`config.mk`:
```
export PLATFORM = sky130hd
export DESIGN_NAME = mvna_norm
export DESIGN_NICKNAME = d
export VERILOG_FILES = /design/src/rtl/mvna_pkg.sv /design/src/rtl/mvna_norm.sv
export SDC_FILE = /design/constraint.sdc
export NUM_CORES = 2
export LEC_CHECK = 0
export ABC_AREA = 1
export BUFFER_PORTS_ARGS = -buffer_cell sky130_fd_sc_hd__buf_2
export CAP_MARGIN = 10
export CORE_ASPECT_RATIO = 1.1
export CORE_MARGIN = 5
export CORE_UTILIZATION = 55
export CTS_BUF_LIST = sky130_fd_sc_hd__clkbuf_8
export DETAILED_ROUTE_END_ITERATION = 12
export PLACE_DENSITY = 0.73
export SLEW_MARGIN = 15
export SYNTH_ARGS = -nofsm -noshare
export SYNTH_HDL_FRONTEND = slang
export SYNTH_SLANG_ARGS = --single-unit
```
`constraint.sdc`:
```
create_clock -name aclk -period 16.85 [get_ports aclk]
set_clock_uncertainty 0.15 [all_clocks]
set_input_delay 3.37 -clock aclk [delete_from_list [all_inputs] [get_ports aclk]]
set_output_delay 3.37 -clock aclk [all_outputs]
set_load 0.01 [all_outputs]
```
`src/rtl/mvna_pkg.sv`:
```
// shared types, constants and widths of the vertex normal accumulator
package mvna_pkg;

    localparam int MAX_VERTICES = 4096;
    localparam int ADDR_W       = $clog2(MAX_VERTICES);
    localparam int IDX_W        = 12;
    localparam int BASE_W       = 12;
    localparam int COORD_W      = 20;
    localparam int EDGE_W       = COORD_W + 1;
    localparam int PROD_W       = 2 * EDGE_W;
    localparam int CROSS_W      = PROD_W + 1;
    localparam int SUM_W        = 24;
    localparam int NORM_W       = 16;
    localparam int MAG_W        = 31;
    localparam int SQ_W         = 64;
    localparam int LEN_W        = 32;
    localparam int QUO_W        = 15;
    localparam int FRAC_W       = 14;
    localparam int NUM_W        = MAG_W + FRAC_W + 1;
    localparam int ROOT_STEPS   = SQ_W / 2;
    localparam int FIFO_DEPTH   = 4;
    localparam int FIFO_AW      = $clog2(FIFO_DEPTH);

    localparam logic [1:0] OP_LOAD = 2'd0;
    localparam logic [1:0] OP_TRI  = 2'd1;
    localparam logic [1:0] OP_READ = 2'd2;

    typedef enum logic [1:0] {
        K_LOAD,
        K_TRI,
        K_READ
    } cmd_kind_t;

    typedef struct packed {
        logic [1:0]                 operation;
        logic [IDX_W-1:0]           index_a;
        logic [IDX_W-1:0]           index_b;
        logic [IDX_W-1:0]           index_c;
        logic signed [COORD_W-1:0]  coord_x;
        logic signed [COORD_W-1:0]  coord_y;
        logic signed [COORD_W-1:0]  coord_z;
    } in_word_t;

    typedef struct packed {
        logic signed [NORM_W-1:0]   normal_x;
        logic signed [NORM_W-1:0]   normal_y;
        logic signed [NORM_W-1:0]   normal_z;
        logic                       status;
    } out_word_t;

    typedef struct packed {
        cmd_kind_t                  kind;
        logic                       oor;
        logic [ADDR_W-1:0]          idx0;
        logic [ADDR_W-1:0]          idx1;
        logic [ADDR_W-1:0]          idx2;
        logic [3*COORD_W-1:0]       vtx;
    } cmd_t;

    typedef struct packed {
        logic                       start;
        logic                       flip;
        logic signed [CROSS_W-1:0]  vx;
        logic signed [CROSS_W-1:0]  vy;
        logic signed [CROSS_W-1:0]  vz;
    } norm_req_t;

    typedef struct packed {
        logic                       done;
        logic                       zero;
        logic signed [NORM_W-1:0]   qx;
        logic signed [NORM_W-1:0]   qy;
        logic signed [NORM_W-1:0]   qz;
    } norm_rsp_t;

    typedef enum logic [2:0] {
        N_IDLE,
        N_SHIFT,
        N_SQ,
        N_ROOT,
        N_DINIT,
        N_DSTEP,
        N_DONE
    } norm_state_t;

    typedef enum logic [3:0] {
        B_IDLE,
        B_VREAD,
        B_EDGE,
        B_MUL,
        B_NSTART,
        B_NWAIT,
        B_RMW_RD,
        B_RMW_UPD,
        B_SREAD,
        B_SWAIT,
        B_OUT
    } back_state_t;

endpackage

```
`src/rtl/mvna_norm.sv`:
```
// normalising unit: prescale, sum of squares, bit-serial root and divides
module mvna_norm (
    input  logic                aclk,
    input  logic                aresetn,
    input  mvna_pkg::norm_req_t req,
    output mvna_pkg::norm_rsp_t rsp
);

    mvna_pkg::norm_state_t         state_reg, state_next;
    logic [mvna_pkg::CROSS_W-1:0]  mag_reg [3];
    logic [mvna_pkg::CROSS_W-1:0]  mag_next [3];
    logic                          neg_reg [3];
    logic                          neg_next [3];
    logic signed [mvna_pkg::NORM_W-1:0] q_reg [3];
    logic signed [mvna_pkg::NORM_W-1:0] q_next [3];
    logic [1:0]                    cnt_reg, cnt_next;
    logic [mvna_pkg::SQ_W-1:0]     acc_reg, acc_next;
    logic [mvna_pkg::SQ_W-1:0]     rv_reg, rv_next;
    logic [mvna_pkg::SQ_W-1:0]     root_reg, root_next;
    logic [4:0]                    step_reg, step_next;
    logic [mvna_pkg::LEN_W-1:0]    len_reg, len_next;
    logic [mvna_pkg::LEN_W-1:0]    rem_reg, rem_next;
    logic [mvna_pkg::QUO_W-1:0]    low_reg, low_next;
    logic [mvna_pkg::QUO_W-1:0]    quo_reg, quo_next;
    logic [3:0]                    dstep_reg, dstep_next;
    logic                          zero_reg, zero_next;

    logic [2*mvna_pkg::MAG_W-1:0]  sq_w;
    logic [mvna_pkg::SQ_W-1:0]     bit_w, t_w;
    logic [mvna_pkg::NUM_W-1:0]    num_w;
    logic [mvna_pkg::LEN_W:0]      trial_w;
    logic [mvna_pkg::QUO_W-1:0]    quo_w;
    logic [mvna_pkg::CROSS_W-1:0]  ax, ay, az;

    always_comb begin
        state_next = state_reg;
        mag_next   = mag_reg;
        neg_next   = neg_reg;
        q_next     = q_reg;
        cnt_next   = cnt_reg;
        acc_next   = acc_reg;
        rv_next    = rv_reg;
        root_next  = root_reg;
        step_next  = step_reg;
        len_next   = len_reg;
        rem_next   = rem_reg;
        low_next   = low_reg;
        quo_next   = quo_reg;
        dstep_next = dstep_reg;
        zero_next  = zero_reg;
        ax = req.vx[mvna_pkg::CROSS_W-1] ? mvna_pkg::CROSS_W'(-req.vx)
                                          : mvna_pkg::CROSS_W'(req.vx);
        ay = req.vy[mvna_pkg::CROSS_W-1] ? mvna_pkg::CROSS_W'(-req.vy)
                                          : mvna_pkg::CROSS_W'(req.vy);
        az = req.vz[mvna_pkg::CROSS_W-1] ? mvna_pkg::CROSS_W'(-req.vz)
                                          : mvna_pkg::CROSS_W'(req.vz);
        sq_w    = mag_reg[cnt_reg][mvna_pkg::MAG_W-1:0] *
                  mag_reg[cnt_reg][mvna_pkg::MAG_W-1:0];
        bit_w   = mvna_pkg::SQ_W'(1) << {~step_reg, 1'b0};
        t_w     = root_reg + bit_w;
        num_w   = {1'b0, mag_reg[cnt_reg][mvna_pkg::MAG_W-1:0], {mvna_pkg::FRAC_W{1'b0}}}
                  + mvna_pkg::NUM_W'(len_reg >> 1);
        trial_w = {rem_reg, low_reg[mvna_pkg::QUO_W-1]};
        quo_w   = {quo_reg[mvna_pkg::QUO_W-2:0], trial_w >= {1'b0, len_reg}};
        case (state_reg)
            mvna_pkg::N_IDLE: begin
                if (req.start) begin
                    mag_next[0] = ax;
                    mag_next[1] = ay;
                    mag_next[2] = az;
                    neg_next[0] = req.vx[mvna_pkg::CROSS_W-1] ^ req.flip;
                    neg_next[1] = req.vy[mvna_pkg::CROSS_W-1] ^ req.flip;
                    neg_next[2] = req.vz[mvna_pkg::CROSS_W-1] ^ req.flip;
                    if (ax == '0 && ay == '0 && az == '0) begin
                        zero_next  = 1'b1;
                        q_next[0]  = '0;
                        q_next[1]  = '0;
                        q_next[2]  = '0;
                        state_next = mvna_pkg::N_DONE;
                    end else begin
                        zero_next  = 1'b0;
                        state_next = mvna_pkg::N_SHIFT;
                    end
                end
            end
            mvna_pkg::N_SHIFT: begin
                // one bit a cycle until every magnitude fits the squarer
                if ((|mag_reg[0][mvna_pkg::CROSS_W-1:mvna_pkg::MAG_W]) ||
                    (|mag_reg[1][mvna_pkg::CROSS_W-1:mvna_pkg::MAG_W]) ||
                    (|mag_reg[2][mvna_pkg::CROSS_W-1:mvna_pkg::MAG_W])) begin
                    mag_next[0] = mag_reg[0] >> 1;
                    mag_next[1] = mag_reg[1] >> 1;
                    mag_next[2] = mag_reg[2] >> 1;
                end else begin
                    cnt_next   = '0;
                    acc_next   = '0;
                    state_next = mvna_pkg::N_SQ;
                end
            end
            mvna_pkg::N_SQ: begin
                acc_next = acc_reg + mvna_pkg::SQ_W'(sq_w);
                cnt_next = cnt_reg + 1'b1;
                if (cnt_reg == 2'd2) begin
                    rv_next    = acc_reg + mvna_pkg::SQ_W'(sq_w);
                    root_next  = '0;
                    step_next  = '0;
                    state_next = mvna_pkg::N_ROOT;
                end
            end
            mvna_pkg::N_ROOT: begin
                if (rv_reg >= t_w) begin
                    rv_next   = rv_reg - t_w;
                    root_next = (root_reg >> 1) + bit_w;
                end else begin
                    root_next = root_reg >> 1;
                end
                step_next = step_reg + 1'b1;
                if (step_reg == 5'(mvna_pkg::ROOT_STEPS - 1)) begin
                    len_next   = mvna_pkg::LEN_W'(root_next);
                    cnt_next   = '0;
                    state_next = mvna_pkg::N_DINIT;
                end
            end
            mvna_pkg::N_DINIT: begin
                // quotient stays below 2^15, so the top bits start as remainder
                rem_next   = mvna_pkg::LEN_W'(num_w[mvna_pkg::NUM_W-1:mvna_pkg::QUO_W]);
                low_next   = num_w[mvna_pkg::QUO_W-1:0];
                quo_next   = '0;
                dstep_next = '0;
                state_next = mvna_pkg::N_DSTEP;
            end
            mvna_pkg::N_DSTEP: begin
                if (trial_w >= {1'b0, len_reg}) begin
                    rem_next = mvna_pkg::LEN_W'(trial_w - {1'b0, len_reg});
                end else begin
                    rem_next = trial_w[mvna_pkg::LEN_W-1:0];
                end
                low_next   = low_reg << 1;
                quo_next   = quo_w;
                dstep_next = dstep_reg + 1'b1;
                if (dstep_reg == 4'(mvna_pkg::QUO_W - 1)) begin
                    q_next[cnt_reg] = neg_reg[cnt_reg] ? -mvna_pkg::NORM_W'(quo_w)
                                                       : mvna_pkg::NORM_W'(quo_w);
                    if (cnt_reg == 2'd2) begin
                        state_next = mvna_pkg::N_DONE;
                    end else begin
                        cnt_next   = cnt_reg + 1'b1;
                        state_next = mvna_pkg::N_DINIT;
                    end
                end
            end
            mvna_pkg::N_DONE: begin
                state_next = mvna_pkg::N_IDLE;
            end
            default: begin
                state_next = mvna_pkg::N_IDLE;
            end
        endcase
    end

    assign rsp.done = state_reg == mvna_pkg::N_DONE;
    assign rsp.zero = zero_reg;
    assign rsp.qx   = q_reg[0];
    assign rsp.qy   = q_reg[1];
    assign rsp.qz   = q_reg[2];

    always_ff @(posedge aclk) begin
        if (!aresetn) begin
            state_reg <= mvna_pkg::N_IDLE;
        end else begin
            state_reg <= state_next;
        end
    end

    always_ff @(posedge aclk) begin
        mag_reg   <= mag_next;
        neg_reg   <= neg_next;
        q_reg     <= q_next;
        cnt_reg   <= cnt_next;
        acc_reg   <= acc_next;
        rv_reg    <= rv_next;
        root_reg  <= root_next;
        step_reg  <= step_next;
        len_reg   <= len_next;
        rem_reg   <= rem_next;
        low_reg   <= low_next;
        quo_reg   <= quo_next;
        dstep_reg <= dstep_next;
        zero_reg  <= zero_next;
    end

endmodule

```
# After elaboration in Yosys (flattened, before gate mapping)
# Cells that the tools add are included.
# W data, S select, Z words.
[word_totals]
ff_bits = 480
in_bits = 133
output_inout_bits = 50
wordCells = 139
[classes]
add_sub_neg = 13
multipliers = 1
order_cmp = 4
eq_ne = 18
shift = 1
n_mux = 49
bitwise = 5
reduce_logical = 27
[ops]
columns = ["op", "count"]
rows = [
  ["$pmux W64 S2", 3],
  ["$mux W64", 5],
  ["$mux W129", 2],
  ["$pmux W129 S2", 1],
  ["$mux W48", 3],
  ["$logic_not A43 Y1", 3],
  ["$mux W43", 3],
  ["$neg A43 Y43", 3],
  ["$pmux W48 S2", 1],
  ["$bmux W43 S2", 1],
  ["$add A63 B64 Y64", 1],
  ["$add A64 B62 Y64", 1],
  ["$add A64 B64 Y64", 1],
  ["$ge A64 B64 Y1", 1],
  ["$pmux W32 S2", 1],
  ["$shl A1 B6 Y64 const A", 1],
  ["$sub A64 B64 Y64", 1],
  ["$mul A31 B31 Y62", 1],
  ["$mux W31", 2],
  ["$bwmux W48", 1],
  ["$add A45 B31 Y46", 1],
  ["$reduce_or A12 Y1", 3],
  ["$ge A33 B32 Y1", 1],
  ["$demux W16 S2", 1],
  ["39 further kinds", 76],
]

# Longest topological paths before layout
[depth]
ltp_word = 8
depth_mapped = 42
mapped_depth_nobuf = 41

# Worst setup path after synthesis
# No wires, ideal clock.
[synth_path]
kind = "input -> register"
from = "input port req[130] (netlist bit)"
to = "register mag_reg[0] (netlist bit) (enable)"
setup_time_ns = 0.796
arrival_time_ns = 12.419
required_time_ns = 15.904
path_slack_ns = 3.485
path_stages = 2
path_buffers = 0
path_cell_list = "inv_1 > o21ai_0"
[synth_between]
elab_chain_cells = 2
[synth_rtl]
columns = ["element", "line_no", "source"]
rows = [
  ["start, declared", "mvna_norm.sv:5", "input mvna_pkg::norm_req_t req,"],
  ["$ne A2 B2 Y1 (no source line)", "n/a", ""],
  ["$reduce_and A3 Y1 (no source line)", "n/a", ""],
  ["end signal, assigned", "mvna_norm.sv:176", "mag_reg <= mag_next;"],
  ["end, declared", "mvna_norm.sv:10", "logic [mvna_pkg::CROSS_W-1:0] mag_reg [3];"],
]
# No other way between the ends.
# A chain may end at the register's enable or synchronous reset.

# Worst setup path in the final report
[layout_path]
from = "register cnt_reg[1]"
to = "register rv_reg[62] (netlist bit), data pin"
[layout_between]
elab_chain_cells = 8
[layout_rtl]
columns = ["element", "line_no", "source"]
rows = [
  ["start, declared", "mvna_norm.sv:16", "logic [1:0] cnt_reg, cnt_next;"],
  ["start signal, assigned", "mvna_norm.sv:179", "cnt_reg <= cnt_next;"],
  ["$not A2 Y3 (implied by the code)", "mvna_norm.sv:57, mvna_norm.sv:58", ""],
  ["$bmux W43 S2", "mvna_norm.sv:57, mvna_norm.sv:58", ""],
  ["$mux W31 (implied by the code) (2 in series)", "mvna_norm.sv:57, mvna_norm.sv:58", ""],
  ["$mul A31 B31 Y62", "mvna_norm.sv:57", "sq_w = mag_reg[cnt_reg][mvna_pkg::MAG_W-1:0] *"],
  ["$add A64 B62 Y64", "mvna_norm.sv:104", "rv_next = acc_reg + mvna_pkg::SQ_W'(sq_w);"],
  ["$mux W64", "mvna_norm.sv:103", "if (cnt_reg == 2'd2) begin"],
  ["$pmux W64 S2", "mvna_norm.sv:65", "case (state_reg)"],
  ["via rv_next, one bit", "mvna_norm.sv:18", "logic [mvna_pkg::SQ_W-1:0] rv_reg, rv_next;"],
  ["end signal, assigned", "mvna_norm.sv:181", "rv_reg <= rv_next;"],
  ["end, declared", "mvna_norm.sv:18", ""],
]
# The timed path passes the listed nets, and every way through them passes these cells. The select of a mux whose other input is x is not followed.

==> run summary <==
Area taken by multi-input logic gates -> 46,400 um^2
Die W -> 348 um
Top layer reached by signal wires -> met5
Worst-margin pin slew -> 1.19 ns
Routed met1 length -> 95,200 um
Vias per cell -> 5.71
Largest register FFs -> 129
Synth area leader -> fa_1
Run status -> completed
Relative slew margins -> 0.199
Max cap viols -> 0
Total gr overflow -> 0
Max-slew violations -> 0
Wire per inst -> 21.9 um
Cts bufs inserted -> 91
Num rows -> 136
First-pass GRT wire length -> 364,000 um
TritonCTS clock tree -> done
Cell count after synthesis -> 9,120
Vert. Die Dim -> 382 um
RR Startpoint -> cnt_reg[1]
Most frequent cell on the critical path -> fa_1
Post-synthesis sequential area ratio -> 0.208
#FFs+latches synth -> 480
Final setup fails -> 0
Clk sink count -> 480
Metal2 WL -> 106,000 um
Vias in the first global route -> 62.3k
Area growth syn-to-layout -> 6.45%
Ranking of synthesized cells by area -> fa_1 (23%), edfxtp_1 (21%), inv_1 (11%), nand2_1 (10%), ha_1 (8.5%)
Share of cells above drive strength 1 -> 0.0565
Bufs and invs on worst path -> 8
RSZ-0062 raised after global routing -> no
Syn nets -> 10.5k
Clock Tree Root -> clkbuf_8
Netlist Area Pre-Place -> 69,300 um^2
Antenna violations before repair -> 8
CP Data Required Time -> 17.21 ns
EDFF count, synth -> 477
Dominant synthesized flop cell -> edfxtp_1
Synth warn -> 0
Critical path peak fanout -> 21
Dpl hpwl -> 196,000 um
Initial Util -> 0.554
Area share of the largest cell type after synthesis -> 0.232
First-iteration detailed-routing DRC count -> 6,385
Tcrit/Tclk final -> 0.622
CTS H-tree depth -> 3
Core footprint -> 125,000 um^2
Post-route DRC -> 0
Hold slack -> 0.353 ns
Min Tclk post-route -> 10.48 ns
Routed via count -> 62.6k
Post-route ant nets -> 0
Setup crit end kind -> flip-flop
Async set or reset register ratio after synthesis -> 0
Final hold violation count -> 0
Setup TNS -> 0 ns
Total routed wirelength -> 240,000 um
Reg area -> 14,400 um^2
Die area -> 133,000 um^2
CP top delay family -> adder cells
Startpoint type of the worst setup path -> flip-flop
CP startpoint -> cnt_reg[1]
WL met3 -> 25,300 um
Clock Path Buffers -> 3
Synth unique cells -> 74
Critical-path top delay cell -> inv_1
Hold_buf cts -> 0
HP Class -> reg2reg
Placer Congestion -> 1.03
Critical path data arrival time -> 10.84 ns
Port buffer count -> 182
Drt pass-1 iters -> 9
# IOs -> 183
Post-Syn Area per Cell -> 7.60 um^2
Setup bufs post-CTS -> 0
Skew-Pair Late Insertion Delay -> 0.80 ns
Overall routing resource usage -> 0.355
Origin of the worst min-delay path -> low_reg[5]
Largest net degree at the start of global routing -> 106
CTS resizes -> 0
CP max stage delay -> 0.78 ns
Crit Path Category -> reg2reg
Filler cells -> 11.7k
Clock transition at path regs -> 0.06 ns
Final nets -> 10.6k
Maximum clock frequency -> 95.4 MHz
layout by cell type, fill, tap and decap left out, types with 151 or more instances in the layout:
master / synthesis / final
ha_1: 469 / 469
inv_1: 2034 / 2051
a21oi_1: 400 / 398
fa_1: 803 / 803
nand2_1: 1933 / 1933
nor2_1: 925 / 920
edfxtp_1: 477 / 477
buf_2: 47 / 182
o21ai_0: 485 / 481
xor2_1: 151 / 151
nand3_1: 335 / 335
per-stage QoR:
step                setup WS, ns  utilization  instances  instance area [um^2]
floorplan                   3.49            -       9120                 69300
global placement            6.88        0.575      10800                 71900
detailed placement          6.70        0.575      10800                 71900
CTS                         6.63        0.590      11000                 73800
global route                5.93        0.590      11000                 73800
finish                      6.37        0.590      11000                 73800
Yosys cell counts (all sizes together) (6+ instances only):
cell type and n:
nand2 1956, nand3 346, clkbuf 142, and3 8, a21boi 9, a21o 29, o21bai 26, ha 469
edfxtp 477, clkinv 6, a31oi 103, or2 34, a21oi 404, inv 2055, nor4 44, o22ai 13
nand4 66, xnor2 126, xor2 161, o31ai 10, fa 803, nand3b 23, a32oi 6, nor3 97
buf 84, o211ai 37, a221oi 9, a211oi 13, o21a 46, nor2 951, o221ai 8, o21ai 532
metal layers:
layer,track usage,vias up
met3,0.0776,622
met1,0.477,30000
li1,-,28700
met2,0.554,3207
met5,0,-
met4,0.164,6
worst paths after layout:
kind,to,slack [ns],cells after the start
worst min register to register,low_reg[6],0.35,2
worst max register to register,rv_reg[62],6.37,31
worst min-delay path,low_reg[6],0.35,2
worst max-delay path,rv_reg[62],6.37,31
worst reg2reg max path: cells and delay by family (launching register included):
family | cells | cell delay, ns
xor gates and xnor gates | 2 | 0.41
DFF | 1 | 0.65
AOI/OAI and AO/OA | 6 | 1.76
adders and majority gates | 9 | 4.24
and+or+nand+nor | 6 | 1.27
buffers and inverters | 8 | 1.70
layout make-up:
type                            instances  area share
Antenna cell                            6    0.000204
Sequential cell                       480       0.195
Multi-Input combinational cell       6353       0.629
Tap cell                             1656      0.0281
Timing Repair Buffer                  243      0.0186
Clock inverter                         76     0.00741
Clock buffer                           92      0.0172
Inverter                             2061       0.105
cells by family (layout without fill, tap and decap cells):
kind of cell,Yosys count,in the layout,share of synthesized area
simple gates,3528,3528,0.210
compound gates,1266,1266,0.103
xor+xnor,287,287,0.0374
buf+inv,2287,2472,0.125
other cells,0,6,0
fa+ha+maj,1272,1272,0.317
flops,480,480,0.208
Power is not shown: default switching activity piles up to over one toggle a cycle in this logic, so the estimate is an artifact.
