## src/rtl/mvna_pkg.sv

```systemverilog
// shared types, constants and widths of the vertex normal accumulator
package mvna_pkg;

    localparam int MAX_VERTICES = 4096;
    localparam int ADDR_W       = $clog2(MAX_VERTICES);
    localparam int IDX_W        = 12;
    localparam int BASE_W       = 12;
    localparam int COORD_W      = 20;
    localparam int EDGE_W       = COORD_W + 1;
    localparam int PROD_W       = 2 * EDGE_W;
    localparam int CROSS_W      = PROD_W + 1;
    localparam int SUM_W        = 24;
    localparam int NORM_W       = 16;
    localparam int MAG_W        = 31;
    localparam int SQ_W         = 64;
    localparam int LEN_W        = 32;
    localparam int QUO_W        = 15;
    localparam int FRAC_W       = 14;
    localparam int NUM_W        = MAG_W + FRAC_W + 1;
    localparam int ROOT_STEPS   = SQ_W / 2;
    localparam int FIFO_DEPTH   = 4;
    localparam int FIFO_AW      = $clog2(FIFO_DEPTH);

    localparam logic [1:0] OP_LOAD = 2'd0;
    localparam logic [1:0] OP_TRI  = 2'd1;
    localparam logic [1:0] OP_READ = 2'd2;

    typedef enum logic [1:0] {
        K_LOAD,
        K_TRI,
        K_READ
    } cmd_kind_t;

    typedef struct packed {
        logic [1:0]                 operation;
        logic [IDX_W-1:0]           index_a;
        logic [IDX_W-1:0]           index_b;
        logic [IDX_W-1:0]           index_c;
        logic signed [COORD_W-1:0]  coord_x;
        logic signed [COORD_W-1:0]  coord_y;
        logic signed [COORD_W-1:0]  coord_z;
    } in_word_t;

    typedef struct packed {
        logic signed [NORM_W-1:0]   normal_x;
        logic signed [NORM_W-1:0]   normal_y;
        logic signed [NORM_W-1:0]   normal_z;
        logic                       status;
    } out_word_t;

    typedef struct packed {
        cmd_kind_t                  kind;
        logic                       oor;
        logic [ADDR_W-1:0]          idx0;
        logic [ADDR_W-1:0]          idx1;
        logic [ADDR_W-1:0]          idx2;
        logic [3*COORD_W-1:0]       vtx;
    } cmd_t;

    typedef struct packed {
        logic                       start;
        logic                       flip;
        logic signed [CROSS_W-1:0]  vx;
        logic signed [CROSS_W-1:0]  vy;
        logic signed [CROSS_W-1:0]  vz;
    } norm_req_t;

    typedef struct packed {
        logic                       done;
        logic                       zero;
        logic signed [NORM_W-1:0]   qx;
        logic signed [NORM_W-1:0]   qy;
        logic signed [NORM_W-1:0]   qz;
    } norm_rsp_t;

    typedef enum logic [2:0] {
        N_IDLE,
        N_SHIFT,
        N_SQ,
        N_ROOT,
        N_DINIT,
        N_DSTEP,
        N_DONE
    } norm_state_t;

    typedef enum logic [3:0] {
        B_IDLE,
        B_VREAD,
        B_EDGE,
        B_MUL,
        B_NSTART,
        B_NWAIT,
        B_RMW_RD,
        B_RMW_UPD,
        B_SREAD,
        B_SWAIT,
        B_OUT
    } back_state_t;

endpackage

```

## src/rtl/mvna_front.sv

```systemverilog
// front end: index base register, item classification and command queue
module mvna_front (
    input  logic                        aclk,
    input  logic                        aresetn,
    input  logic                        s_valid,
    output logic                        s_ready,
    input  mvna_pkg::in_word_t          s_data,
    input  logic                        cfg_valid,
    output logic                        cfg_ready,
    input  logic [mvna_pkg::BASE_W-1:0] cfg_data,
    input  logic                        pop,
    output logic                        head_valid,
    output mvna_pkg::cmd_t              head
);

    logic [mvna_pkg::BASE_W-1:0]  index_base_reg;
    mvna_pkg::cmd_t               fifo_reg [mvna_pkg::FIFO_DEPTH];
    logic [mvna_pkg::FIFO_AW-1:0] wr_ptr_reg, wr_ptr_next;
    logic [mvna_pkg::FIFO_AW-1:0] rd_ptr_reg, rd_ptr_next;
    logic [mvna_pkg::FIFO_AW:0]   count_reg, count_next;

    mvna_pkg::cmd_t               cmd_in;
    logic                         keep;
    logic                         push;
    logic [mvna_pkg::IDX_W:0]     sa, sb, sc;
    logic                         a_ok, ta_ok, tb_ok, tc_ok;
    logic signed [mvna_pkg::COORD_W-1:0] neg_x;

    assign cfg_ready = 1'b1;

    always_comb begin
        sa    = {1'b0, s_data.index_a} + (mvna_pkg::IDX_W+1)'(index_base_reg);
        sb    = {1'b0, s_data.index_b} + (mvna_pkg::IDX_W+1)'(index_base_reg);
        sc    = {1'b0, s_data.index_c} + (mvna_pkg::IDX_W+1)'(index_base_reg);
        a_ok  = 32'(s_data.index_a) < 32'(mvna_pkg::MAX_VERTICES);
        ta_ok = 32'(sa) < 32'(mvna_pkg::MAX_VERTICES);
        tb_ok = 32'(sb) < 32'(mvna_pkg::MAX_VERTICES);
        tc_ok = 32'(sc) < 32'(mvna_pkg::MAX_VERTICES);
        // -x of the most negative code saturates
        if (s_data.coord_x == {1'b1, {(mvna_pkg::COORD_W-1){1'b0}}}) begin
            neg_x = {1'b0, {(mvna_pkg::COORD_W-1){1'b1}}};
        end else begin
            neg_x = -s_data.coord_x;
        end
        cmd_in.kind = mvna_pkg::K_LOAD;
        cmd_in.oor  = 1'b0;
        cmd_in.idx0 = mvna_pkg::ADDR_W'(s_data.index_a);
        cmd_in.idx1 = mvna_pkg::ADDR_W'(s_data.index_b);
        cmd_in.idx2 = mvna_pkg::ADDR_W'(s_data.index_c);
        cmd_in.vtx  = {neg_x, s_data.coord_z, s_data.coord_y};
        keep        = 1'b0;
        case (s_data.operation)
            mvna_pkg::OP_LOAD: begin
                keep = a_ok;
            end
            mvna_pkg::OP_TRI: begin
                cmd_in.kind = mvna_pkg::K_TRI;
                cmd_in.idx0 = mvna_pkg::ADDR_W'(sa);
                cmd_in.idx1 = mvna_pkg::ADDR_W'(sb);
                cmd_in.idx2 = mvna_pkg::ADDR_W'(sc);
                keep        = ta_ok && tb_ok && tc_ok;
            end
            mvna_pkg::OP_READ: begin
                cmd_in.kind = mvna_pkg::K_READ;
                cmd_in.oor  = !a_ok;
                keep        = 1'b1;
            end
            default: begin
                keep = 1'b0;
            end
        endcase
    end

    assign s_ready    = count_reg != (mvna_pkg::FIFO_AW+1)'(mvna_pkg::FIFO_DEPTH);
    assign push       = s_valid && s_ready && keep;
    assign head_valid = count_reg != '0;
    assign head       = fifo_reg[rd_ptr_reg];

    always_comb begin
        wr_ptr_next = push ? wr_ptr_reg + 1'b1 : wr_ptr_reg;
        rd_ptr_next = pop ? rd_ptr_reg + 1'b1 : rd_ptr_reg;
        count_next  = count_reg;
        if (push && !pop) begin
            count_next = count_reg + 1'b1;
        end else if (pop && !push) begin
            count_next = count_reg - 1'b1;
        end
    end

    always_ff @(posedge aclk) begin
        if (!aresetn) begin
            index_base_reg <= '0;
            wr_ptr_reg     <= '0;
            rd_ptr_reg     <= '0;
            count_reg      <= '0;
        end else begin
            if (cfg_valid && cfg_ready) begin
                index_base_reg <= cfg_data;
            end
            wr_ptr_reg <= wr_ptr_next;
            rd_ptr_reg <= rd_ptr_next;
            count_reg  <= count_next;
        end
    end

    always_ff @(posedge aclk) begin
        if (push) begin
            fifo_reg[wr_ptr_reg] <= cmd_in;
        end
    end

endmodule

```

## config.mk

```make
export PLATFORM = sky130hd
export DESIGN_NAME = mvna_front
export DESIGN_NICKNAME = d
export VERILOG_FILES = /design/src/rtl/mvna_pkg.sv /design/src/rtl/mvna_front.sv
export SDC_FILE = /design/constraint.sdc
export NUM_CORES = 1
export LEC_CHECK = 0
export BUFFER_PORTS_ARGS = -buffer_cell sky130_fd_sc_hd__buf_2
export CAP_MARGIN = 25
export CORE_MARGIN = 2
export CORE_UTILIZATION = 53
export DETAILED_ROUTE_END_ITERATION = 7
export PLACE_DENSITY = 0.71
export SLEW_MARGIN = 5
export SYNTH_ARGS = -nofsm -noshare
export SYNTH_HDL_FRONTEND = slang
export SYNTH_SLANG_ARGS = --single-unit
export TNS_END_PERCENT = 30
```

## constraint.sdc

```tcl
create_clock -name aclk -period 23.8 [get_ports aclk]
set_input_delay 4.76 -clock aclk [delete_from_list [all_inputs] [get_ports aclk]]
set_output_delay 4.76 -clock aclk [all_outputs]
set_load 0.02 [all_outputs]
```

* Word-level counts from Yosys, hierarchy flattened
Memories as Yosys holds them, arrays and structs flattened. A register that Yosys moved wholly into a read port is not among the register bits. Cells that the tools add are included. W data, S select, Z words.
Word-level totals: word-level logic and storage cells 42, memory bits (writable) 392, input bits 115, flip-flop bits (word level) 19, output and inout port bits 102, memories kept 1
Operators by class: magnitude comparators 3, reduce and logical (&&, ||, !) cells 12, equality and inequality tests 4, add/subtract/negate cells 8, mux-type cells 10
Memories:
- fifo_reg | depth 4, bits a word 98, rd ports 1, clocked after memory_dff 1, wr ports 1, line mvna_front.sv:17 | mvna_pkg::cmd_t fifo_reg [mvna_pkg::FIFO_DEPTH];
Operators with widths (number):
- $add A12 B12 Y13 | 3
- $lt A13 B13 Y1 const B | 3
- $mux W36 | 1
- $eq A20 B20 Y1 const B | 1
- $mux W20 | 1
- $neg A20 Y20 | 1
- $logic_and A1 B1 Y1 | 6
- $mux W3 | 2
- $add A2 B1 Y2 const B | 2
- $mux W2 | 2
- $pmux W2 S2 | 1
- $add A3 B1 Y3 const B | 1
- $ne A3 B3 Y1 const B | 1
- $reduce_bool A3 Y1 | 1
- $sub A3 B1 Y3 const B | 1
- $eq A2 B1 Y1 const B | 1
- $eq A2 B2 Y1 const B | 1
- $logic_not A1 Y1 | 2
- $logic_not A2 Y1 | 1
- $mux W1 | 2
- $pmux W1 S2 | 1
- $reduce_bool A2 Y1 | 1
- $reduce_or A2 Y1 | 1

* Longest topological paths before layout
Gate-level depths: netlist (run 1).
word-level depth 10, depth in mapped cells 14, depth with buffers taken out 14

* Worst setup path after synthesis (run 1)
Ideal clock, no wire load.
kind input port to flip-flop, start point input port s_data[84] (netlist name), end point memory fifo_reg[0][0] (netlist name), enable pin, stages on the path 8, data required time 23.232 ns, path buffers 0, setup slack 12.390 ns, library setup time 0.568 ns, arrival time 10.843 ns, cells stage by stage ha_1 -> fa_1 -> a211oi_1 -> nor2_1 -> o41ai_1 -> o31a_2 -> a31oi_4 -> nor2b_1
Between the ends: word-level cells in the longest chain between the ends 8
Ends and longest elaborated chain:
- start, declared | line mvna_front.sv:7 | input mvna_pkg::in_word_t s_data,
- $add A12 B12 Y13 | line mvna_front.sv:32 | sa = {1'b0, s_data.index_a} + (mvna_pkg::IDX_W+1)'(index_base_reg);
- $lt A13 B13 Y1 | line mvna_front.sv:36 | ta_ok = 32'(sa) < 32'(mvna_pkg::MAX_VERTICES);
- $logic_and A1 B1 Y1 (2 in series) | line mvna_front.sv:61 | keep = ta_ok && tb_ok && tc_ok;
- $pmux W1 S2 | line mvna_front.sv:52 | case (s_data.operation)
- $logic_and A1 B1 Y1 | line mvna_front.sv:75 | assign push = s_valid && s_ready && keep;
- $mux W1 | line mvna_front.sv:107 | if (push) begin
- $mux W1 (not written as such) | line mvna_front.sv:108 | fifo_reg[wr_ptr_reg] <= cmd_in;
- end, declared | line mvna_front.sv:17
Every way passes these cells.

* Worst setup path after layout (run 1)
start point input port s_data[84] (netlist name), end point memory fifo_reg[1][20] (netlist name), enable pin
Same word-level chain as after synthesis.

==> results of run 1 <==
## stage by stage
| step | hold slack (ps) | area [µm²] | power, µW | util |
|---|---|---|---|---|
| after floorplan | 468 | 17300 | 1080 | - |
| after global placement | 491 | 18900 | 1170 | 0.584 |
| after detailed placement | 502 | 18900 | 1180 | 0.585 |
| after CTS | 510 | 20300 | 1800 | 0.626 |
| after global routing | 534 | 20300 | 1850 | 0.627 |
| final | 506 | 20300 | 1780 | 0.627 |
## cells in the final DEF (no fill, tap or decap), types with 18 or more instances in the layout
master                      netlist  final
sky130_fd_sc_hd__buf_2           10    214
sky130_fd_sc_hd__clkbuf_16        0     41
sky130_fd_sc_hd__dfxtp_1         21     19
sky130_fd_sc_hd__edfxtp_1       392    392
sky130_fd_sc_hd__ha_1            42     42
sky130_fd_sc_hd__mux2i_1         18     18
sky130_fd_sc_hd__mux4_2          98     98
sky130_fd_sc_hd__nand2_1         86     86
sky130_fd_sc_hd__nor2_1          23     23
sky130_fd_sc_hd__o21ai_0         37     37
sky130_fd_sc_hd__xor2_1          23     23
## kinds of logic (layout without fill, tap and decap cells)
logic type      count (synthesis)  after routing
flops                         413            413
simple gates                  175            175
mux                           116            116
compound gates                111            111
fa+ha+maj                      46             46
buf+inv                        46            311
xor+xnor                       40             40
other cells                     2              3
## layer usage
| layer | part of all wire | vias up | routed length [µm] |
|---|---|---|---|
| met3 | 0.074 | 51 | 2620 |
| met1 | 0.43 | 4702 | 15200 |
| li1 | - | 4281 | - |
| met2 | 0.47 | 317 | 16800 |
| met5 | 0 | - | 0 |
| met4 | 0.023 | 0 | 803 |
## worst max-delay path: cells and delay by family
| kind | cells | cell delay, ps |
|---|---|---|
| buf+inv | 3 | 1380 |
| compound gates | 4 | 1260 |
| fa+ha+maj | 2 | 660 |
| simple gates | 2 | 270 |
## cell type report
class / count / share of cell area
well taps: 442 / 0.0273
inverters: 11 / 0.00204
multi-input cells: 490 / 0.244
flip-flops and latches: 413 / 0.601
clock buffers: 51 / 0.0534
clock inverters: 21 / 0.0112
repair buffers: 228 / 0.0605
diodes: 1 / 0.000123
## worst max path at each step
stage / to / slack (ps) / cells after the start
global placement: fifo_reg[0][36] / 14810 / 10
global route: head[49] / 15200 / 4
finish: fifo_reg[1][20] / 15540 / 11
CTS: head[67] / 15370 / 4
floorplan: fifo_reg[0][0] / 12390 / 8
detailed placement: fifo_reg[1][36] / 14950 / 11
## power by group
part / switching, µW / internal, µW
clock network: 263 / 360
registers: 18.0 / 859
logic: 171 / 109
total: 452 / 1330
==> parameters.txt, run 1 <==
Parameter                              Value

Run status
  Result of the run ... finished clean

Critical path
  Required time reported for the critical path endpoint ... 23970 ps
  Ordered list of cells on the worst path ... buf_2 -> ha_1 -> fa_1 -> a211oi_1 -> nor2_1 -> o41ai_1 -> o31a_2 -> a31oi_4 -> nor2b_4 -> buf_4 -> buf_4
  Setup crit end kind ... register
  Peak fanout along the critical path ... 60
  Critical path's slowest cell ... sky130_fd_sc_hd__buf_4
  Arrival time reported for the critical path endpoint ... 8430 ps
  Crit Path Category ... input pin to register
  Critical R2R Launch ... index_base_reg[0]
  Launching element of the worst setup path ... s_data[84]
  Depth of the worst register-to-register path ... 10
  RR Endpoint ... fifo_reg[1][20]
  Reg-to-reg setup timing slack ... 19510 ps
  Delay contributed by the slowest stage of the critical path ... 780 ps
  Startpoint type of the worst setup path ... input pin
  Most common cell type on the critical path ... sky130_fd_sc_hd__buf_4

Floorplan
  Die Height ... 185 µm
  Boundary pin count ... 217
  Horizontal die dimension ... 185 µm
  Die area ... 0.0341 mm²
  Core Region ... 0.0324 mm²
  Core Rows ... 66
  Starting Density ... 0.535

Yosys
  Area share of and/or/nand/nor cells after synthesis ... 0.0482
  Synthesized area per cell ... 18.2 µm²
  Share of the yosys chip area belonging to registers ... 0.704
  Post-synthesis instance area ... 0.0173 mm²
  Biggest area consumer among synthesized cells ... sky130_fd_sc_hd__edfxtp_1
  Top cells by instance count after synthesis ... 392 x sky130_fd_sc_hd__edfxtp_1, 98 x sky130_fd_sc_hd__mux4_2, 86 x sky130_fd_sc_hd__nand2_1
  Number of register bits inferred by synthesis ... 413
  Async set or reset register ratio after synthesis ... 0
  Adder-cell share of the synthesized area ... 0.0350
  Main combinational cell family by area after synthesis ... multiplexers
  Area share of the largest cell type after synthesis ... 0.680
  Count of distinct cell types in the synthesized netlist ... 58
  Mux contribution to synthesized area ... 0.138
  Top FF cell, synth ... sky130_fd_sc_hd__edfxtp_1
  Number of enable flip-flop cells after synthesis ... 392
  Most frequent cell after synthesis ... sky130_fd_sc_hd__edfxtp_1
  Area contributors post-synth ... sky130_fd_sc_hd__edfxtp_1 68%, sky130_fd_sc_hd__mux4_2 13%, sky130_fd_sc_hd__ha_1 3.0%
  Fraction of the mapped netlist area in compound gates ... 0.0424
  Total nets after synthesis ... 1110
  YS warnings ... 0
  Cell count after synthesis ... 949
  XOR/XNOR share of the synthesized area ... 0.0202

Detailed routing
  First drt pass iteration count ... 5
  Count of vias placed by the detailed router ... 9351
  Remaining DRCs ... 0
  Initial drt markers ... 811
  Routed wire length ... 35400 µm
  Routed wire per std cell ... 21.3 µm
  Number of nets with antenna violations after detailed routing ... 0
  Post-DR vias/cell ... 5.64

Global routing
  Met2 GRT Util ... 0.331
  Most used routing layer in global routing ... met2
  Total global routing overflow ... 0
  Wire length of the first global-routing pass ... 53500 µm
  GRT met3 Usage ... 0.0405
  Antenna violations before repair ... 0
  Global-route usage over all layers ... 0.210
  Pin count of the biggest net entering global routing ... 73
  Via count of the first global-routing pass ... 9436
  Met1 track utilization from global routing ... 0.303

Clocking
  Total number of clock tree sinks ... 413
  CTS root buffer ... sky130_fd_sc_hd__clkbuf_16
  Maximum buffer depth of the clock tree ... 3
  TritonCTS clock tree ... done
  Source-to-sink clock delay at the later pin of the worst-skew pair ... 550 ps
  TritonCTS Buffers ... 41
  CTS clock-pin slew for the worst setup and hold paths ... 60 ps
  Maximum level of the CTS H-tree ... 2
  PostCTS Resize Cnt ... 0
  Total setup buffers inserted after CTS ... 0
  Cts hold-fix bufs ... 0

Final layout
  Non-filler instance count after layout ... 1657
  Nets ... 1346
  Flip-flop count of the largest register, all copies and words added ... 392
  Layout Area Growth over Synthesis ... 17.2%
  Area used by multi-input combinational logic ... 0.00495 mm²
  FILL cells ... 2337
  Area occupied by registers ... 0.0122 mm²
  Fraction of layout instances using a drive strength above 1 ... 0.329

Placed design
  Input/output buffers ... 214
  Placed instance count ... 1582
  Post-place setup slack ... 14950 ps
  Post-detail-place hpwl ... 23600 µm
  Global placement routability congestion ... 0.876

Min path
  Hold Path End ... wr_ptr_reg[0]
  Hold path cells ... 2
  Worst Hold Class ... register to register
  Worst hold start ... wr_ptr_reg[0]

STA
  Max-slew violations ... 0
  Max_slew headroom ... 0.368
  Min cycle time layout ... 8260 ps
  Peak clock frequency supported by timing ... 121 MHz
  Fin worst setup slack ... 15540 ps
  Endpoints failing hold ... 0
  Final setup violation count ... 0
  Measured slew at the worst slew-check pin ... 948 ps
  Final period util ... 0.347
  Unrepaired setup endpoints after global routing ... false
  Final worst clock skew ... 10.2 ps
  Setup Total Neg Slack ... 0 ps

Pwr
  Max IR drop VDD ... 54.3 µV
  Power density over the cells ... 87.8 mW/mm²
  Leakage ... 0.00723 µW

Flow run
  MaxCap Viol Count ... 0
Power figures use the tool's default switching activity.
==> inputs of run 2 (changes only) <==
- clock period: 23.8 -> 8.65 ns (I/O delays scaled with it)
==> run 2 against run 1 <==
Worst hold slack improved by 9.4 ps. Sequential share of layout area rose by 0.24 points. Register-to-register slack lost 15000 ps. Combinational power increased to 2.8 times the previous value. Clock-buffer cell count up 5. Routed wire length grew 0.69%. Largest cell class unchanged. Highest routed layer unchanged.
==> parameters.txt, run 2 (synthesis results as in run 1) <==
Parameter                              Value

Detailed routing
  Routed wire length ... 35600 µm (+0.69%)
  First drt pass iteration count ... 5 (unchanged)
  Number of nets with antenna violations after detailed routing ... 0 (unchanged)
  Remaining DRCs ... 0 (unchanged)
  Count of vias placed by the detailed router ... 9415 (+0.68%)
  Post-DR vias/cell ... 5.68 (+0.56%)
  Initial drt markers ... 852 (+5.1%)
  Routed wire per std cell ... 21.5 µm (+0.57%)

Clocking
  CTS root buffer ... sky130_fd_sc_hd__clkbuf_16
  PostCTS Resize Cnt ... 0 (unchanged)
  Total setup buffers inserted after CTS ... 0 (unchanged)
  Cts hold-fix bufs ... 0 (unchanged)
  Source-to-sink clock delay at the later pin of the worst-skew pair ... 550 ps (about the same)
  Total number of clock tree sinks ... 413 (unchanged)
  CTS clock-pin slew for the worst setup and hold paths ... 60 ps (about the same)
  TritonCTS Buffers ... 41 (unchanged)
  TritonCTS clock tree ... done
  Maximum buffer depth of the clock tree ... 3 (unchanged)
  Maximum level of the CTS H-tree ... 2 (unchanged)

STA
  Max-slew violations ... 0 (unchanged)
  Measured slew at the worst slew-check pin ... 850 ps (-97.7 ps)
  Setup Total Neg Slack ... 0 ps (unchanged)
  Min cycle time layout ... 5300 ps
  Endpoints failing hold ... 0 (unchanged)
  Final setup violation count ... 0 (unchanged)
  Final period util ... 0.612
  Peak clock frequency supported by timing ... 189 MHz
  Final worst clock skew ... 16.0 ps (+5.76 ps)
  Unrepaired setup endpoints after global routing ... false
  Max_slew headroom ... 0.433 (+0.0651)
  Fin worst setup slack ... 3350 ps (-12190 ps)

Pwr
  Combinational share of power ... 0.161 (+0.004)
  Clock network fraction of total power ... 0.337 (-0.013)
  Switching power of the nets ... 1240 µW (+170%)
  Power density over the cells ... 238 mW/mm² (+170%)
  Cell internal power dissipation ... 3570 µW (+170%)
  Sequential Power Share ... 0.503 (+0.010)
  Total power of the final layout ... 4800 µW (+170%)
  Max IR drop VDD ... 159 µV (+190%)
  Leakage ... 0.00720 µW (-0.43%)
  Switching Share ... 0.258 (+0.00360)

Critical path
  Critical path's slowest cell ... sky130_fd_sc_hd__buf_4
  Most common cell type on the critical path ... sky130_fd_sc_hd__buf_4
  Startpoint type of the worst setup path ... input pin
  Required time reported for the critical path endpoint ... 8820 ps (-15150 ps)
  Critical R2R Launch ... index_base_reg[0]
  Setup crit end kind ... register
  Depth of the worst register-to-register path ... 10 (unchanged)
  Crit Path Category ... input pin to register
  Launching element of the worst setup path ... s_data[84]
  Delay contributed by the slowest stage of the critical path ... 730 ps (-50 ps)
  Ordered list of cells on the worst path ... buf_2 -> ha_1 -> fa_1 -> a211oi_1 -> nor2_1 -> o41ai_1 -> o31a_2 -> a31oi_4 -> nor2b_4 -> buf_4 -> buf_4
  Arrival time reported for the critical path endpoint ... 5460 ps (-2970 ps)
  Peak fanout along the critical path ... 56 (-6.7%)

Floorplan
  Starting Density ... 0.535 (unchanged)
  Die Height ... 185 µm (unchanged)
  Boundary pin count ... 217 (unchanged)
  Core Rows ... 66 (unchanged)
  Core Region ... 0.0324 mm² (unchanged)
  Horizontal die dimension ... 185 µm (unchanged)
  Die area ... 0.0341 mm² (unchanged)

Run status
  Result of the run ... finished clean

Min path
  Worst Hold Class ... register to register
  Hold path cells ... 2 (unchanged)
  Worst hold start ... wr_ptr_reg[0]

Final layout
  Area occupied by registers ... 0.0122 mm² (unchanged)
  Non-filler instance count after layout ... 1659 (+0.12%)
  Nets ... 1347 (+0.074%)
  Layout Area Growth over Synthesis ... 16.7%
  FILL cells ... 2350 (+0.56%)
  Commonest non-fill, non-tap cells in the layout ... 392 x sky130_fd_sc_hd__edfxtp_1, 214 x sky130_fd_sc_hd__buf_2, 98 x sky130_fd_sc_hd__mux4_2
  Post-route cell area ... 0.0202 mm² (-0.39%)
  Area used by multi-input combinational logic ... 0.00495 mm² (unchanged)
  Flip-flop count of the largest register, all copies and words added ... 392 (unchanged)
  Fraction of layout instances using a drive strength above 1 ... 0.327 (-0.00192)
  Commonest non-fill, non-tap cell in the layout ... sky130_fd_sc_hd__edfxtp_1

Placed design
  Global placement routability congestion ... 0.870 (-0.65%)
  Input/output buffers ... 214 (unchanged)
  Placed Instance Area ... 0.0189 mm² (-0.21%)
  Post-detail-place hpwl ... 23500 µm (-0.35%)
  Placed instance count ... 1582 (unchanged)
  Post-place setup slack ... 2780 ps (-12170 ps)

Global routing
  Via count of the first global-routing pass ... 9425 (-0.12%)
  Total global routing overflow ... 0 (unchanged)
  Pin count of the biggest net entering global routing ... 72 (-1.4%)
  Global-route usage over all layers ... 0.211 (+0.00132)
  Antenna violations before repair ... 0 (unchanged)
  Wire length of the first global-routing pass ... 53600 µm (+0.25%)

Flow run
  MaxCap Viol Count ... 0 (unchanged)
[run 2: changes by cell type in the layout (fill, tap and decap cells not counted), moves of 2 or more]
| cell | before | now |
|---|---|---|
| sky130_fd_sc_hd__clkbuf_1 | 8 | 13 |
| sky130_fd_sc_hd__clkinvlp_4 | 3 | 1 |
| sky130_fd_sc_hd__clkinv_2 | 3 | 5 |
| sky130_fd_sc_hd__clkinv_1 | 9 | 7 |
| sky130_fd_sc_hd__buf_4 | 10 | 12 |
| sky130_fd_sc_hd__bufinv_16 | 3 | 0 |
| sky130_fd_sc_hd__inv_16 | 3 | 1 |
[run 2: metrics by stage]
stage	hold WS, ps	util
2_1_floorplan	468	-
3_3_place_gp	491	0.584
3_5_place_dp	502	0.584
4_1_cts	514	0.622
5_1_grt	529	0.624
6_report	515	0.624
[run 2: cell type report]
type                       count  area share
sequential                   413       0.604
antenna                        2    0.000248
inverter                      11     0.00204
multi-input combinational    490       0.245
timing repair buffer         229      0.0604
clock inverter                16     0.00644
clock buffer                  56      0.0546
tap                          442      0.0274
[run 2: metal layers]
metal | global-route usage | wire length (µm) | up-vias
met2 | 0.328 | 16600 | 322
met3 | 0.0451 | 2720 | 47
met1 | 0.308 | 15700 | 4764
met4 | 0.0533 | 598 | 0
met5 | 0 | 0 | -
li1 | - | - | 4282
[run 2: worst max-delay path, delay by kind of cell]
family,cells,cell delay [ps]
buf+inv,3,1370
compound gates,4,1320
fa+ha+maj,2,680
simple gates,2,270
[run 2: power by group through the flow]
stage	clock [µW]	combinational [µW]	sequential, µW
after floorplan	0	514	2450
final	1620	771	2410
after global placement	0	757	2460
after detailed placement	0	765	2460
after CTS	1660	767	2430
after global routing	1730	836	2430
[run 2: worst paths after layout]
check / to / slack, ps
setup / recovery: fifo_reg[2][41] / 3350
hold / removal: wr_ptr_reg[0] / 520
setup reg to reg: fifo_reg[2][41] / 4290
hold reg to reg: wr_ptr_reg[0] / 520
==> inputs of run 3 (changes only) <==
- clock period: 8.65 -> 5 ns (I/O delays scaled with it)
==> run 3 against run 2 <==
Non-clock buffer count grew 1. Critical path depth grew 5. Total power grew 76%.
==> parameters.txt, run 3 (synthesis results as in run 1) <==
Parameter                              Value

Global routing
  Wire length of the first global-routing pass ... 53800 µm (+0.49%)
  Global-route usage over all layers ... 0.210 (-0.00105)
  Pin count of the biggest net entering global routing ... 56 (-22%)
  Antenna violations before repair ... 0 (unchanged)
  Via count of the first global-routing pass ... 9475 (+0.53%)
  Total global routing overflow ... 0 (unchanged)

Critical path
  Required time reported for the critical path endpoint ... 5440 ps (-3380 ps)
  Crit path buf inv count ... 4 (+1)
  Setup crit end kind ... register
  Ordered list of cells on the worst path ... buf_2 -> ha_1 -> fa_1 -> a211oi_1 -> nor2_1 -> o41ai_1 -> buf_4 -> o31a_2 -> a31oi_4 -> inv_1 -> ha_1 -> inv_1 -> fa_1 -> xor2_1 -> or3_1 -> a21boi_0
  Delay contributed by the slowest stage of the critical path ... 430 ps (-300 ps)
  Peak fanout along the critical path ... 7 (-88%)
  Crit Path Category ... input pin to register
  Startpoint type of the worst setup path ... input pin
  Cell family with most CP delay ... adder cells
  Critical path's slowest cell ... sky130_fd_sc_hd__fa_1
  Arrival time reported for the critical path endpoint ... 4420 ps (-1040 ps)

Detailed routing
  Number of nets with antenna violations after detailed routing ... 0 (unchanged)
  First drt pass iteration count ... 5 (unchanged)
  Count of vias placed by the detailed router ... 9482 (+0.71%)
  Routed wire length ... 35500 µm (-0.40%)
  Initial drt markers ... 745 (-13%)
  Remaining DRCs ... 0 (unchanged)
  Post-DR vias/cell ... 5.71 (+0.59%)
  Routed wire per std cell ... 21.4 µm (-0.52%)

Final layout
  Flip-flop count of the largest register, all copies and words added ... 392 (unchanged)
  # diodes ... 0 (-2)
  Layout Area Growth over Synthesis ... 17.8%
  FILL cells ... 2350 (unchanged)
  Commonest non-fill, non-tap cell in the layout ... sky130_fd_sc_hd__edfxtp_1
  Commonest non-fill, non-tap cells in the layout ... 392 x sky130_fd_sc_hd__edfxtp_1, 214 x sky130_fd_sc_hd__buf_2, 98 x sky130_fd_sc_hd__mux4_2
  Post-route cell area ... 0.0204 mm² (+0.91%)
  Nets ... 1349 (+0.15%)
  Finished Core Util ... 0.630 (+0.00568)
  Fraction of layout instances using a drive strength above 1 ... 0.327 (+0.000569)

Clocking
  Maximum level of the CTS H-tree ... 2 (unchanged)
  TritonCTS clock tree ... done
  PostCTS Resize Cnt ... 0 (unchanged)
  Maximum buffer depth of the clock tree ... 3 (unchanged)
  TritonCTS Buffers ... 42 (+2.4%)
  Total number of clock tree sinks ... 413 (unchanged)
  Total setup buffers inserted after CTS ... 0 (unchanged)
  Cts hold-fix bufs ... 0 (unchanged)
  CTS clock-pin slew for the worst setup and hold paths ... 60 ps (about the same)
  CTS root buffer ... sky130_fd_sc_hd__clkbuf_16
  Source-to-sink clock delay at the later pin of the worst-skew pair ... 530 ps (-20 ps)

Floorplan
  Core Rows ... 66 (unchanged)
  Starting Density ... 0.535 (unchanged)
  Die Height ... 185 µm (unchanged)
  Boundary pin count ... 217 (unchanged)
  Horizontal die dimension ... 185 µm (unchanged)
  Core Region ... 0.0324 mm² (unchanged)
  Die area ... 0.0341 mm² (unchanged)

STA
  Unrepaired setup endpoints after global routing ... false
  Final worst clock skew ... 15.1 ps (-0.842 ps)
  Final period util ... 0.795
  Max_slew headroom ... 0.420 (-0.0130)
  Hold slack final ... 509 ps (-5.95 ps)
  Final setup violation count ... 0 (unchanged)
  Peak clock frequency supported by timing ... 251 MHz
  Min cycle time layout ... 3980 ps
  Setup Total Neg Slack ... 0 ps (unchanged)
  Endpoints failing hold ... 0 (unchanged)
  Measured slew at the worst slew-check pin ... 858 ps (+8.31 ps)
  Max-slew violations ... 0 (unchanged)

Pwr
  Power density over the cells ... 415 mW/mm² (+75%)
  Max IR drop VDD ... 264 µV (+66%)
  Leakage ... 0.00726 µW (+0.84%)

Placed design
  Global placement routability congestion ... 0.923 (+6.1%)
  Input/output buffers ... 214 (unchanged)
  Placed Instance Area ... 0.0191 mm² (+1.0%)
  Post-detail-place hpwl ... 23300 µm (-0.73%)

Min path
  Worst Hold Class ... register to register

Run status
  Result of the run ... finished clean

Flow run
  MaxCap Viol Count ... 0 (unchanged)
## run 3: metrics by stage
| step | power [µW] | cells | worst slack (ps) |
|---|---|---|---|
| after floorplan | 5110 | 949 | -788 |
| after global placement | 5590 | 1586 | 572 |
| after detailed placement | 5620 | 1586 | 525 |
| after CTS | 8550 | 1661 | 1040 |
| after global routing | 8800 | 1661 | 756 |
| final | 8460 | 1661 | 1020 |
## run 3: path summary, 6_finish.rpt
kind	startpoint	to	slack (ps)	cells after the start
max reg2reg	index_base_reg[0]	count_reg[2]	1220	15
max	s_data[84]	count_reg[2]	1020	16
min	wr_ptr_reg[0]	wr_ptr_reg[0]	510	2
min reg2reg	wr_ptr_reg[0]	wr_ptr_reg[0]	510	2
## run 3: per-layer routing
metal	vias up	track usage	wire length, µm
met5	-	0	0
met2	310	0.332	16600
li1	4300	-	-
met4	0	0.0537	756
met3	58	0.0415	2450
met1	4814	0.304	15600
## run 3: area by class of cell
type | instances | area [µm²] | area share
repair buffers | 230 | 1350 | 0.0664
clock buffers | 53 | 1110 | 0.0546
flip-flops and latches | 413 | 12200 | 0.598
well taps | 442 | 553 | 0.0271
multi-input cells | 490 | 4950 | 0.243
inverters | 11 | 41.3 | 0.00203
clock inverters | 22 | 175 | 0.00859
## run 3: power by group
part	total [µW]	internal (µW)	switching, µW
clock	2930	1690	1240
combinational	1350	537	809
sequential	4180	4090	96.5
total	8460	6310	2150
## run 3: worst register-to-register path, stage by stage, from the launching register on
cell and delay, ps:
sky130_fd_sc_hd__dfxtp_1 370, sky130_fd_sc_hd__ha_1 230, sky130_fd_sc_hd__fa_1 430, sky130_fd_sc_hd__a211oi_1 240
sky130_fd_sc_hd__nor2_1 130, sky130_fd_sc_hd__o41ai_1 370, sky130_fd_sc_hd__buf_4 190, sky130_fd_sc_hd__o31a_2 160
sky130_fd_sc_hd__a31oi_4 190, sky130_fd_sc_hd__inv_1 120, sky130_fd_sc_hd__ha_1 180, sky130_fd_sc_hd__inv_1 60
sky130_fd_sc_hd__fa_1 370, sky130_fd_sc_hd__xor2_1 180, sky130_fd_sc_hd__or3_1 320, sky130_fd_sc_hd__a21boi_0 180
